## src/sv/hefc_pkg.sv

```systemverilog
`timescale 1ns / 1ps
// ----------------------------------------------------------------------------
// Heater energy frame controller package
// Shared types, constants and register addresses.
// ----------------------------------------------------------------------------
package hefc_pkg;

    localparam int FRAME_TICKS = 102;
    localparam int TICK_W      = 7;
    localparam int AW          = 5;

    localparam logic [AW-1:0] ADDR_DRIVE_MODE   = 5'h00;
    localparam logic [AW-1:0] ADDR_TARGET       = 5'h04;
    localparam logic [AW-1:0] ADDR_LOW_BATTERY  = 5'h08;
    localparam logic [AW-1:0] ADDR_PUFF_DEB     = 5'h0C;
    localparam logic [AW-1:0] ADDR_DETECT_DEB   = 5'h10;

    // Drive modes held in the mode register.
    localparam logic [1:0] MODE_ONE  = 2'd0;
    localparam logic [1:0] MODE_TWO  = 2'd1;
    localparam logic [1:0] MODE_ALT  = 2'd2;
    localparam logic [1:0] MODE_BOTH = 2'd3;

    localparam logic [2:0] ST_IDLE    = 3'd0;
    localparam logic [2:0] ST_HEATING = 3'd1;
    localparam logic [2:0] ST_LOW_BAT = 3'd2;
    localparam logic [2:0] ST_SHORT   = 3'd3;
    localparam logic [2:0] ST_OPEN    = 3'd4;

    localparam logic [3:0] EV_NONE     = 4'd0;
    localparam logic [3:0] EV_ONE_IN   = 4'd1;
    localparam logic [3:0] EV_ONE_OUT  = 4'd2;
    localparam logic [3:0] EV_TWO_IN   = 4'd3;
    localparam logic [3:0] EV_TWO_OUT  = 4'd4;
    localparam logic [3:0] EV_CAL      = 4'd5;
    localparam logic [3:0] EV_REACHED  = 4'd6;
    localparam logic [3:0] EV_MISSED   = 4'd7;
    localparam logic [3:0] EV_BAT_LOW  = 4'd8;

    typedef enum logic [2:0] {
        S_IDLE, S_SQUARE, S_DIVIDE, S_ACCUM, S_FINISH, S_OUT
    } state_t;

    typedef struct packed {
        logic        puff_active;
        logic        detect_one_pin;
        logic        detect_two_pin;
        logic [15:0] heater_one_mv;
        logic [15:0] heater_two_mv;
        logic [15:0] battery_mv;
        logic [15:0] heater_one_res;
        logic [15:0] heater_two_res;
        logic        channels_ready;
    } in_item_t;

    typedef struct packed {
        logic       drive_one;
        logic       drive_two;
        logic       sample_trigger;
        logic [2:0] device_status;
        logic [3:0] first_event;
        logic [3:0] second_event;
    } out_item_t;

endpackage

```

## src/sv/heater_energy_frame_controller.sv

```systemverilog
`timescale 1ns / 1ps
// ----------------------------------------------------------------------------
// Heater energy frame controller
// Per-tick heater control with serial V*V/R energy accumulation.
// ----------------------------------------------------------------------------
// One input beat is one 100 us tick; each tick gives exactly one result beat.
// A tick that does no energy work passes through the accept cycle, a
// dispatch cycle, a finish cycle and the result cycle. A heating tick from
// the third to the second-last of a frame, until the target is met,
// squares and divides each selected heater voltage on one shared
// bit-serial unit: a load step, a shift-and-add squaring and a restoring
// division per heater. That shared serial unit sets the rate, and a
// receiver that holds off a result slows it further. A new beat is taken
// only after the previous result beat has been delivered. Configuration
// is through an APB-style port at byte addresses 0, 4, 8, 12 and 16.
module heater_energy_frame_controller
    import hefc_pkg::*;
(
    input  logic            clk,
    input  logic            rst_n,
    input  logic            in_valid,
    output logic            in_ready,
    input  in_item_t        in_data,
    output logic            out_valid,
    input  logic            out_ready,
    output out_item_t       out_data,
    input  logic            psel,
    input  logic            penable,
    input  logic            pwrite,
    input  logic [AW-1:0]   paddr,
    input  logic [31:0]     pwdata,
    output logic [31:0]     prdata,
    output logic            pready
);

    // Configuration registers.
    logic [1:0]  drive_mode_reg;
    logic [31:0] target_reg;
    logic [15:0] low_bat_reg;
    logic [7:0]  puff_deb_reg;
    logic [12:0] det_deb_reg;

    // Control state.
    state_t          state_reg, state_next;
    in_item_t        item_reg;
    out_item_t       out_reg;
    logic [TICK_W-1:0] tick_reg;
    logic [31:0]     energy_reg;
    logic            met_reg, bat_seen_reg, short_reg, alt_reg;
    logic [7:0]      puff_reg;
    logic [1:0]      present_reg, ins_decl_reg, rem_decl_reg;
    logic [12:0]     ins_cnt_reg [2];
    logic [12:0]     rem_cnt_reg [2];
    logic [2:0]      status_reg;
    logic [1:0]      drives_reg;

    // Serial arithmetic unit and per-tick working state.
    logic [1:0]      sel_reg;        // heaters used this tick
    logic [1:0]      todo_reg;       // heaters whose power is still owed
    logic [5:0]      cnt_reg;
    logic [31:0]     prod_reg;       // square, then quotient
    logic [15:0]     mcand_reg;
    logic [15:0]     mplier_reg;
    logic [16:0]     rem_reg;
    logic [15:0]     div_reg;
    logic [32:0]     sum_reg;        // bit 32 flags a sum still to be resolved
    logic [3:0]      ev0_reg, ev1_reg;
    logic [1:0]      evn_reg;
    logic            trig_reg;

    logic cfg_write;
    assign cfg_write = psel && penable && pwrite && pready;
    assign pready = 1'b1;

    always_comb
    begin
        case (paddr)
            ADDR_DRIVE_MODE:  prdata = {30'd0, drive_mode_reg};
            ADDR_TARGET:      prdata = target_reg;
            ADDR_LOW_BATTERY: prdata = {16'd0, low_bat_reg};
            ADDR_PUFF_DEB:    prdata = {24'd0, puff_deb_reg};
            ADDR_DETECT_DEB:  prdata = {19'd0, det_deb_reg};
            default:          prdata = 32'd0;
        endcase
    end

    always_ff @(posedge clk or negedge rst_n)
    begin
        if (!rst_n)
        begin
            drive_mode_reg <= MODE_ALT;
            target_reg     <= 32'd500000;
            low_bat_reg    <= 16'd3600;
            puff_deb_reg   <= 8'd200;
            det_deb_reg    <= 13'd5000;
        end
        else if (cfg_write)
        begin
            case (paddr)
                ADDR_DRIVE_MODE:  drive_mode_reg <= pwdata[1:0];
                ADDR_TARGET:      target_reg     <= pwdata;
                ADDR_LOW_BATTERY: low_bat_reg    <= pwdata[15:0];
                ADDR_PUFF_DEB:    puff_deb_reg   <= pwdata[7:0];
                ADDR_DETECT_DEB:  det_deb_reg    <= pwdata[12:0];
                default:          ;
            endcase
        end
    end

    assign in_ready  = (state_reg == S_IDLE);
    assign out_valid = (state_reg == S_OUT);
    assign out_data  = out_reg;

    always_comb
    begin
        state_next = state_reg;
        case (state_reg)
            S_IDLE:   if (in_valid) state_next = S_ACCUM;
            S_ACCUM:  state_next = (todo_reg == 2'b00) ? S_FINISH : S_SQUARE;
            S_SQUARE: if (cnt_reg == 6'd1) state_next = S_DIVIDE;
            S_DIVIDE:
            begin
                if (cnt_reg == 6'd1)
                    state_next = (todo_reg == 2'b00) ? S_FINISH : S_ACCUM;
            end
            S_FINISH: state_next = S_OUT;
            S_OUT:    if (out_ready) state_next = S_IDLE;
            default:  state_next = S_IDLE;
        endcase
    end

    always_ff @(posedge clk or negedge rst_n)
    begin
        if (!rst_n)
            state_reg <= S_IDLE;
        else
            state_reg <= state_next;
    end

    // The tick is worked in one clocked block; most of the tick's control is
    // decided in the accept cycle, the energy path afterwards.
    always_ff @(posedge clk or negedge rst_n)
    begin
        logic [3:0]  e0, e1;
        logic [1:0]  en;
        logic        tr, run;
        logic [1:0]  sel, dr;
        logic [2:0]  st;
        logic [7:0]  pc;
        logic        alt, sh, bs, met;
        logic [TICK_W-1:0] tk;
        logic [31:0] en_e;
        logic [1:0]  pres, idec, rdec;
        logic [12:0] ic [2];
        logic [12:0] rc [2];
        logic        pin;
        logic [16:0] trial;
        logic [32:0] acc;
        if (!rst_n)
        begin
            tick_reg     <= '0;
            energy_reg   <= '0;
            met_reg      <= 1'b0;
            bat_seen_reg <= 1'b0;
            short_reg    <= 1'b0;
            alt_reg      <= 1'b0;
            puff_reg     <= '0;
            present_reg  <= '0;
            ins_decl_reg <= '0;
            rem_decl_reg <= '0;
            ins_cnt_reg  <= '{default: '0};
            rem_cnt_reg  <= '{default: '0};
            status_reg   <= ST_IDLE;
            drives_reg   <= '0;
            todo_reg     <= '0;
            sel_reg      <= '0;
            cnt_reg      <= '0;
            ev0_reg      <= EV_NONE;
            ev1_reg      <= EV_NONE;
            evn_reg      <= '0;
            trig_reg     <= 1'b0;
        end
        else
        begin
            case (state_reg)
                S_IDLE:
                begin
                    if (in_valid)
                    begin
                        item_reg <= in_data;
                        e0 = EV_NONE; e1 = EV_NONE; en = 2'd0; tr = 1'b0;
                        run = 1'b0; sel = 2'd0;
                        dr = drives_reg; st = status_reg; pc = puff_reg;
                        alt = alt_reg; sh = short_reg; bs = bat_seen_reg;
                        met = met_reg; tk = tick_reg; en_e = energy_reg;
                        pres = present_reg; idec = ins_decl_reg;
                        rdec = rem_decl_reg;
                        ic = ins_cnt_reg; rc = rem_cnt_reg;
                        if (in_data.puff_active)
                        begin
                            if (pc != 8'd255)
                            begin
                                pc = pc + 8'd1;
                                if (pc == puff_deb_reg)
                                begin
                                    e0 = EV_CAL; en = 2'd1; alt = ~alt;
                                end
                            end
                            if (in_data.channels_ready && !sh)
                            begin
                                st = ST_HEATING;
                                case (drive_mode_reg)
                                    MODE_ONE: sel = pres[0] ? 2'b01 : 2'b00;
                                    MODE_TWO: sel = pres[1] ? 2'b10 : 2'b00;
                                    MODE_ALT: sel = alt ? (pres[0] ? 2'b01 : 2'b00)
                                                        : (pres[1] ? 2'b10 : 2'b00);
                                    default: sel = (pres == 2'b11) ? 2'b11 : 2'b00;
                                endcase
                                if (sel != 2'b00)
                                begin
                                    if (tk == TICK_W'(FRAME_TICKS))
                                        tk = '0;
                                    tk = tk + 1'b1;
                                    if (tk == TICK_W'(1))
                                    begin
                                        dr = 2'b00; tr = 1'b1; met = 1'b0;
                                        en_e = '0;
                                    end
                                    if (!met)
                                    begin
                                        if (tk == TICK_W'(2))
                                        begin
                                            if (in_data.battery_mv < low_bat_reg)
                                            begin
                                                dr = 2'b00; tk = '0;
                                                if (!bs)
                                                begin
                                                    bs = 1'b1; st = ST_LOW_BAT;
                                                    if (en == 2'd0) e0 = EV_BAT_LOW;
                                                    else e1 = EV_BAT_LOW;
                                                    en = en + 2'd1;
                                                end
                                            end
                                            else
                                            begin
                                                dr = sel; tr = 1'b1;
                                            end
                                        end
                                        else if (tk >= TICK_W'(3) &&
                                                 tk < TICK_W'(FRAME_TICKS))
                                            run = 1'b1;
                                    end
                                end
                            end
                        end
                        else
                        begin
                            st = ST_IDLE; tk = '0; pc = '0; sh = 1'b0;
                            bs = 1'b0; dr = 2'b00;
                            for (int h = 0; h < 2; h++)
                            begin
                                pin = h[0] ? in_data.detect_two_pin
                                           : in_data.detect_one_pin;
                                if (!pin)
                                begin
                                    if (!idec[h])
                                    begin
                                        ic[h] = ic[h] + 13'd1;
                                        if (ic[h] == det_deb_reg)
                                        begin
                                            idec[h] = 1'b1; rdec[h] = 1'b0;
                                            ic[h] = '0; pres[h] = 1'b1;
                                            if (en == 2'd0)
                                                e0 = h[0] ? EV_TWO_IN : EV_ONE_IN;
                                            else
                                                e1 = h[0] ? EV_TWO_IN : EV_ONE_IN;
                                            en = en + 2'd1;
                                        end
                                    end
                                end
                                else if (!rdec[h])
                                begin
                                    rc[h] = rc[h] + 13'd1;
                                    if (rc[h] == det_deb_reg)
                                    begin
                                        idec[h] = 1'b0; rdec[h] = 1'b1;
                                        rc[h] = '0; pres[h] = 1'b0;
                                        st = ST_OPEN;
                                        if (en == 2'd0)
                                            e0 = h[0] ? EV_TWO_OUT : EV_ONE_OUT;
                                        else
                                            e1 = h[0] ? EV_TWO_OUT : EV_ONE_OUT;
                                        en = en + 2'd1;
                                    end
                                end
                            end
                        end
                        ev0_reg <= e0; ev1_reg <= e1; evn_reg <= en;
                        trig_reg <= tr; drives_reg <= dr; status_reg <= st;
                        puff_reg <= pc; alt_reg <= alt; short_reg <= sh;
                        bat_seen_reg <= bs; met_reg <= met; tick_reg <= tk;
                        energy_reg <= en_e; present_reg <= pres;
                        ins_decl_reg <= idec; rem_decl_reg <= rdec;
                        ins_cnt_reg <= ic; rem_cnt_reg <= rc;
                        sel_reg <= sel;
                        todo_reg <= run ? sel : 2'b00;
                        sum_reg <= {1'b0, en_e};
                    end
                end
                S_ACCUM:
                begin
                    // Pick the next owed heater and load the squarer.
                    if (todo_reg != 2'b00)
                    begin
                        todo_reg   <= todo_reg[0] ? {todo_reg[1], 1'b0} : 2'b00;
                        mcand_reg  <= todo_reg[0] ? item_reg.heater_one_mv
                                                  : item_reg.heater_two_mv;
                        mplier_reg <= todo_reg[0] ? item_reg.heater_one_mv
                                                  : item_reg.heater_two_mv;
                        div_reg    <= todo_reg[0] ? item_reg.heater_one_res
                                                  : item_reg.heater_two_res;
                        prod_reg   <= '0;
                        cnt_reg    <= 6'd16;
                    end
                end
                S_SQUARE:
                begin
                    // Shift-and-add, multiplier bit taken from the top.
                    prod_reg <= {prod_reg[30:0], 1'b0} +
                                (mplier_reg[15] ? {16'd0, mcand_reg} : 32'd0);
                    mplier_reg <= {mplier_reg[14:0], 1'b0};
                    if (cnt_reg == 6'd1)
                    begin
                        cnt_reg <= 6'd32;
                        rem_reg <= '0;
                    end
                    else
                        cnt_reg <= cnt_reg - 6'd1;
                end
                S_DIVIDE:
                begin
                    // Restoring division, one quotient bit a cycle.
                    trial = {rem_reg[15:0], prod_reg[31]};
                    if (trial >= {1'b0, div_reg})
                    begin
                        rem_reg  <= trial - {1'b0, div_reg};
                        prod_reg <= {prod_reg[30:0], 1'b1};
                    end
                    else
                    begin
                        rem_reg  <= trial;
                        prod_reg <= {prod_reg[30:0], 1'b0};
                    end
                    cnt_reg <= cnt_reg - 6'd1;
                end
                S_FINISH:
                begin
                    // A frame tick resolves its summed energy here: compare with the target,
                    // then stop, or drive and check for a short; every tick's result is built here.
                    e0 = ev0_reg; e1 = ev1_reg; en = evn_reg;
                    dr = drives_reg; st = status_reg; tr = trig_reg;
                    met = met_reg; sh = short_reg;
                    if (tick_reg >= TICK_W'(3) && tick_reg < TICK_W'(FRAME_TICKS)
                        && sum_reg[32])
                    begin
                        en_e = sum_reg[31:0];
                        energy_reg <= en_e;
                        sum_reg[32] <= 1'b0;
                        if (en_e >= target_reg)
                        begin
                            dr = 2'b00; met = 1'b1;
                            if (en == 2'd0) e0 = EV_REACHED;
                            else if (en == 2'd1) e1 = EV_REACHED;
                        end
                        else
                        begin
                            if (tick_reg == TICK_W'(FRAME_TICKS - 1))
                            begin
                                if (en == 2'd0) e0 = EV_MISSED;
                                else if (en == 2'd1) e1 = EV_MISSED;
                            end
                            dr = sel_reg; tr = 1'b1;
                            if ((sel_reg[0] && !item_reg.detect_one_pin) ||
                                (sel_reg[1] && !item_reg.detect_two_pin))
                            begin
                                dr = 2'b00; sh = 1'b1; st = ST_SHORT;
                            end
                        end
                        drives_reg <= dr; status_reg <= st; met_reg <= met;
                        short_reg <= sh;
                    end
                    out_reg <= '{drive_one: dr[0], drive_two: dr[1],
                                 sample_trigger: tr, device_status: st,
                                 first_event: e0, second_event: e1};
                end
                default: ;
            endcase

            // Accumulate each quotient as the divider completes (a zero code
            // gives zero power); the flag bit 32 marks a sum to be resolved.
            if (state_reg == S_DIVIDE && cnt_reg == 6'd1)
            begin
                trial = {rem_reg[15:0], prod_reg[31]};
                acc = {1'b0, sum_reg[31:0]} + (div_reg == 16'd0 ? 33'd0 :
                      {1'b0, prod_reg[30:0], (trial >= {1'b0, div_reg})});
                if (acc[32])
                    acc = {1'b0, 32'hFFFF_FFFF};
                sum_reg <= {1'b1, acc[31:0]};
            end
        end
    end

    // A result beat only appears after the accept cycle has been worked.
    assert property (@(posedge clk) disable iff (!rst_n)
        (in_valid && in_ready) |=> !out_valid)
        else $error("result beat in the accept cycle");
    assert property (@(posedge clk) disable iff (!rst_n)
        out_valid && !out_ready |=> out_valid && $stable(out_data))
        else $error("result beat changed while stalled");
    assert property (@(posedge clk) disable iff (!rst_n)
        out_valid |-> !in_ready)
        else $error("input taken while result pending");
    assert property (@(posedge clk) disable iff (!rst_n)
        tick_reg <= TICK_W'(FRAME_TICKS))
        else $error("frame tick beyond frame length");

endmodule

```

## config.mk

```make
export PLATFORM = sky130hd
export DESIGN_NAME = heater_energy_frame_controller
export DESIGN_NICKNAME = d
export VERILOG_FILES = /design/src/sv/hefc_pkg.sv /design/src/sv/heater_energy_frame_controller.sv
export SDC_FILE = /design/constraint.sdc
export NUM_CORES = 1
export LEC_CHECK = 0
export BUFFER_PORTS_ARGS = -buffer_cell sky130_fd_sc_hd__buf_2
export CAP_MARGIN = 20
export CORE_UTILIZATION = 60
export DETAILED_ROUTE_END_ITERATION = 10
export MAX_ROUTING_LAYER = met4
export PLACE_DENSITY = 0.79
export SLEW_MARGIN = 0
export SYNTH_ARGS = -nofsm -noshare
export SYNTH_HDL_FRONTEND = slang
export SYNTH_SLANG_ARGS = --single-unit
```

## constraint.sdc

```tcl
create_clock -name clk -period 11.4 [get_ports clk]
set_input_delay 1.14 -clock clk [delete_from_list [all_inputs] [get_ports clk]]
set_output_delay 1.14 -clock clk [all_outputs]
set_load 0.01 [all_outputs]
```

==> results.md <==
- Outcome: finished clean
- Via count of the first global-routing pass: ~19000
- Total congestion overflow: 0
- Maximum fanout encountered on the critical timing path: 31
- Clock-pin slew on the worst setup and hold paths: about 0.06 ns
- Commonest register cell after synthesis: edfxtp_1
- Placed wire-length estimate after detailed placement: 42.43 mm
- Placed Cells incl. Taps: about 3100
- Hold violation total from the final report: 0
- H-Tree Level Count: 2
- Largest clock skew in the final design: roughly 0.028 ns
- Final estimated routing congestion in global placement: roughly 0.95
- Die Footprint: ~0.042 mm^2
- Biggest area consumer among synthesized cells: edfxtp_1
- Clock network latency to the later pin of the worst-skew pair: 0.60 ns
- Final #Nets: ~2800
- Worst Path Required: around 12 ns
- Starting utilization of the core area: 61.37%
- Number of warnings printed during yosys synthesis: 0
- Area inside the core boundary: between 0.04 and 0.05 mm^2
- Post-synthesis cell count: roughly 2500
- ANT cells: 0
- Number of enable-type register cells in the synthesized netlist: around 210
- Total I/O pin count: between 150 and 200
- Kind of start point of the critical path: register
- Worst vdd ir: roughly 0.23 mV
- Critical path data arrival time: ~6.8 ns
- Layout cell share with drive strength beyond 1: between 10% and 20%
- Post-layout total power: approximately 5.5 mW
- Cell-by-cell trace of the critical path: inv_1 > ha_1 > nor2b_1 > o21a_1 > o21ai_0 > a211oi_1 > o31ai_1 > o21ai_0 > a21o_1 > and2_1 > ha_1 > inv_1 > fa_1 > nand2b_1 > a21oi_1 > o211ai_1 > nand3_1 > a21oi_1 > o211ai_1 > o211a_1 > nor2_1 > o2bb2ai_1
- Number of gates resized after cts: 0
- Number of filler cells placed in the layout: 3069
- Mean number of vias per cell: about 6.2
- Final instance count without filler cells: approximately 3100
- Kind of path behind the tightest hold check: primary input to async pin
- Floorplan die height: between 200 and 250 um
- X dimension of the die: 204.3 um
- Via total after detailed routing: 19656
- Total routed wirelength: ~60 mm
- Number of distinct library cell variants in the gate-level netlist after synthesis: 80
- Commonest cells post-synth: nand2_1 (243), edfxtp_1 (209), dfrtp_1 (188), nor2_1 (188), o21ai_0 (179)
- CP peak stage delay: roughly 0.86 ns
- Total track usage: between 20% and 30%
- Final Cell Area: roughly 0.027 mm^2
- Final setup violating endpoints: 0
- Total setup buffers inserted after CTS: 0
- Area share of the largest cell type after synthesis: about a quarter
- Placement row count: 73
- Kind of critical path: register to register
- Total iterations of the first detailed-routing run: 8
- Power Density: around 200 mW/mm^2
- End of the worst register-to-register path: sum_reg[10]
- Reg2Reg Launch Point: div_reg[1]
- DRT antenna net count: 0
- Leading cell types by total area after synthesis: edfxtp_1 (26%), dfrtp_1 (19%), ha_1 (6.4%), nand2_1 (3.7%), o21ai_0 (3.6%)
- Register bit count reported by yosys: roughly 420
- Final Util: 68.18%
- Placement Cell Area: 0.02578 mm^2
- Number of buffers created by CTS: 46
- Avg Inst Size Synth: 9.944 um^2
- Worst path slowest cell: o211a_1
- Most common cell in the netlist: nand2_1
- Num Clock Sinks: between 400 and 500
- First-pass GRT wire length: 96.70 mm
- Nets in the synthesized netlist: 2726
- Flip-flop count of the largest register, all copies and words added: 66
- Setup TNS: 0 ns
- Number of maximum-capacitance violations: 0
- Growth of design area from synthesis to finish: 11.09%
- Combined buffer and inverter count along the critical path: 2
- Number of max-slew violations in the final report: 0
- Average detailed-routed wire length per instance: 18.97 um
- Netlist Area Pre-Place: ~0.025 mm^2
- Post-synthesis async set-or-reset flop share: around 50%
- Post-layout min period: approximately 6.3 ns
- Input/output buffers: around 180
- Gate family responsible for the most delay along the worst path: compound AO/OA/AOI/OAI gates
- FF-to-FF path depth: 22
- Initial DRC Count: between 1500 and 2000
- Clk buf depth: 3
- Leakage power figure: about 12 nW
- Fraction of the yosys area taken by sequential cells: around 47%
- DRC Markers: 0
- Pin count of the biggest net entering global routing: 70
- Hold buffer count at CTS: 0
- Slew at the pin with the worst max-slew slack: 1.151 ns
- FF-to-FF setup slack: 5.07 ns
- CTS tree: yes
- Antenna violations before repair: 0
- Post-route fraction of the period consumed by the critical path: 55.49%
- Max-slew headroom: between 20% and 30%
- Setup repair after global routing missed its margin: false
- Highest attainable clock frequency: between 150 and 200 MHz
- Crit end category: register
- Clk root buf: clkbuf_16
-- stage by stage --
stage               hold slack, ns  worst slack, ns
finish                      0.4760            5.074
detailed placement          0.4706            5.264
global route                0.4802            4.631
global placement            0.4655            5.392
floorplan                   0.4418            6.700
CTS                         0.4614            5.128
-- placed cells by master (no fill, tap or decap), types with 14 or more instances in the layout --
master / count
nand2_1: 243
edfxtp_1: 209
dfrtp_1: 188
nor2_1: 187
o21ai_0: 179
buf_2: 174
ha_1: 126
a21oi_1: 115
inv_1: 112
xnor2_1: 85
mux2_2: 75
and2_1: 66
nor3_1: 64
nand3_1: 62
xor2_1: 56
clkbuf_16: 46
a22o_1: 44
o31ai_1: 35
o2bb2ai_1: 34
and3_1: 32
a21o_1: 32
nand2b_1: 30
nand4_1: 28
buf_4: 23
a31oi_1: 22
mux2i_1: 20
dfstp_2: 20
nor4_1: 19
nor2b_1: 19
o211ai_1: 17
o21a_1: 16
or3_1: 15
a222oi_1: 14
a211oi_1: 14
-- cells by family (layout without fill, tap and decap cells) --
| kind of cell | after synthesis | after routing | synth area share (%) |
|---|---|---|---|
| AO/OA/AOI/OAI | 630 | 630 | 17.30 |
| XOR/XNOR | 142 | 142 | 5.122 |
| adder cells (fa/ha/maj) | 129 | 129 | 6.666 |
| buffers and inverters | 242 | 397 | 3.822 |
| flip-flops | 417 | 417 | 46.86 |
| multiplexers | 95 | 95 | 4.255 |
| other | 1 | 1 | 0.01527 |
| AND/OR/NAND/NOR | 813 | 813 | 15.96 |
-- power by group --
group / total (mW) / internal [mW] / leakage, nW / switching, mW
sequential: 2.18 / 1.93 / 4.57 / 0.254
clock: 1.45 / 0.840 / 0.716 / 0.612
combinational: 1.91 / 0.777 / 6.33 / 1.13
total: 5.54 / 3.54 / 11.6 / 2.00
-- cell type report --
type / instances / area [um^2] / area share [%]
multi-input cells: 1810 / 12160 / 44.56
clock buffers: 64 / 1299 / 4.761
repair buffers: 199 / 1069 / 3.917
well taps: 525 / 656.9 / 2.408
inverters: 112 / 420.4 / 1.541
clock inverters: 22 / 170.2 / 0.6239
flip-flops and latches: 417 / 11510 / 42.18
-- worst max-delay path by stage --
stage | slack, ns | startpoint | to | cells after the start
floorplan | 6.70 | div_reg[1] | sum_reg[26] | 23
global placement | 5.39 | div_reg[1] | sum_reg[29] | 22
detailed placement | 5.26 | div_reg[1] | sum_reg[5] | 22
CTS | 5.13 | div_reg[1] | sum_reg[10] | 22
global route | 4.63 | div_reg[1] | sum_reg[5] | 22
finish | 5.07 | div_reg[1] | sum_reg[10] | 22
-- layer usage --
| metal | up-vias | wire length, um | GRT usage [%] |
|---|---|---|---|
| met5 | - | 0 | - |
| met4 | 0 | 2081 | 10.69 |
| met3 | 138 | 3640 | 3.986 |
| met2 | 722 | 28460 | 47.87 |
| met1 | 9517 | 25550 | 38.38 |
| li1 | 9279 | - | - |
Note: power is estimated with default switching activity, not from simulation.
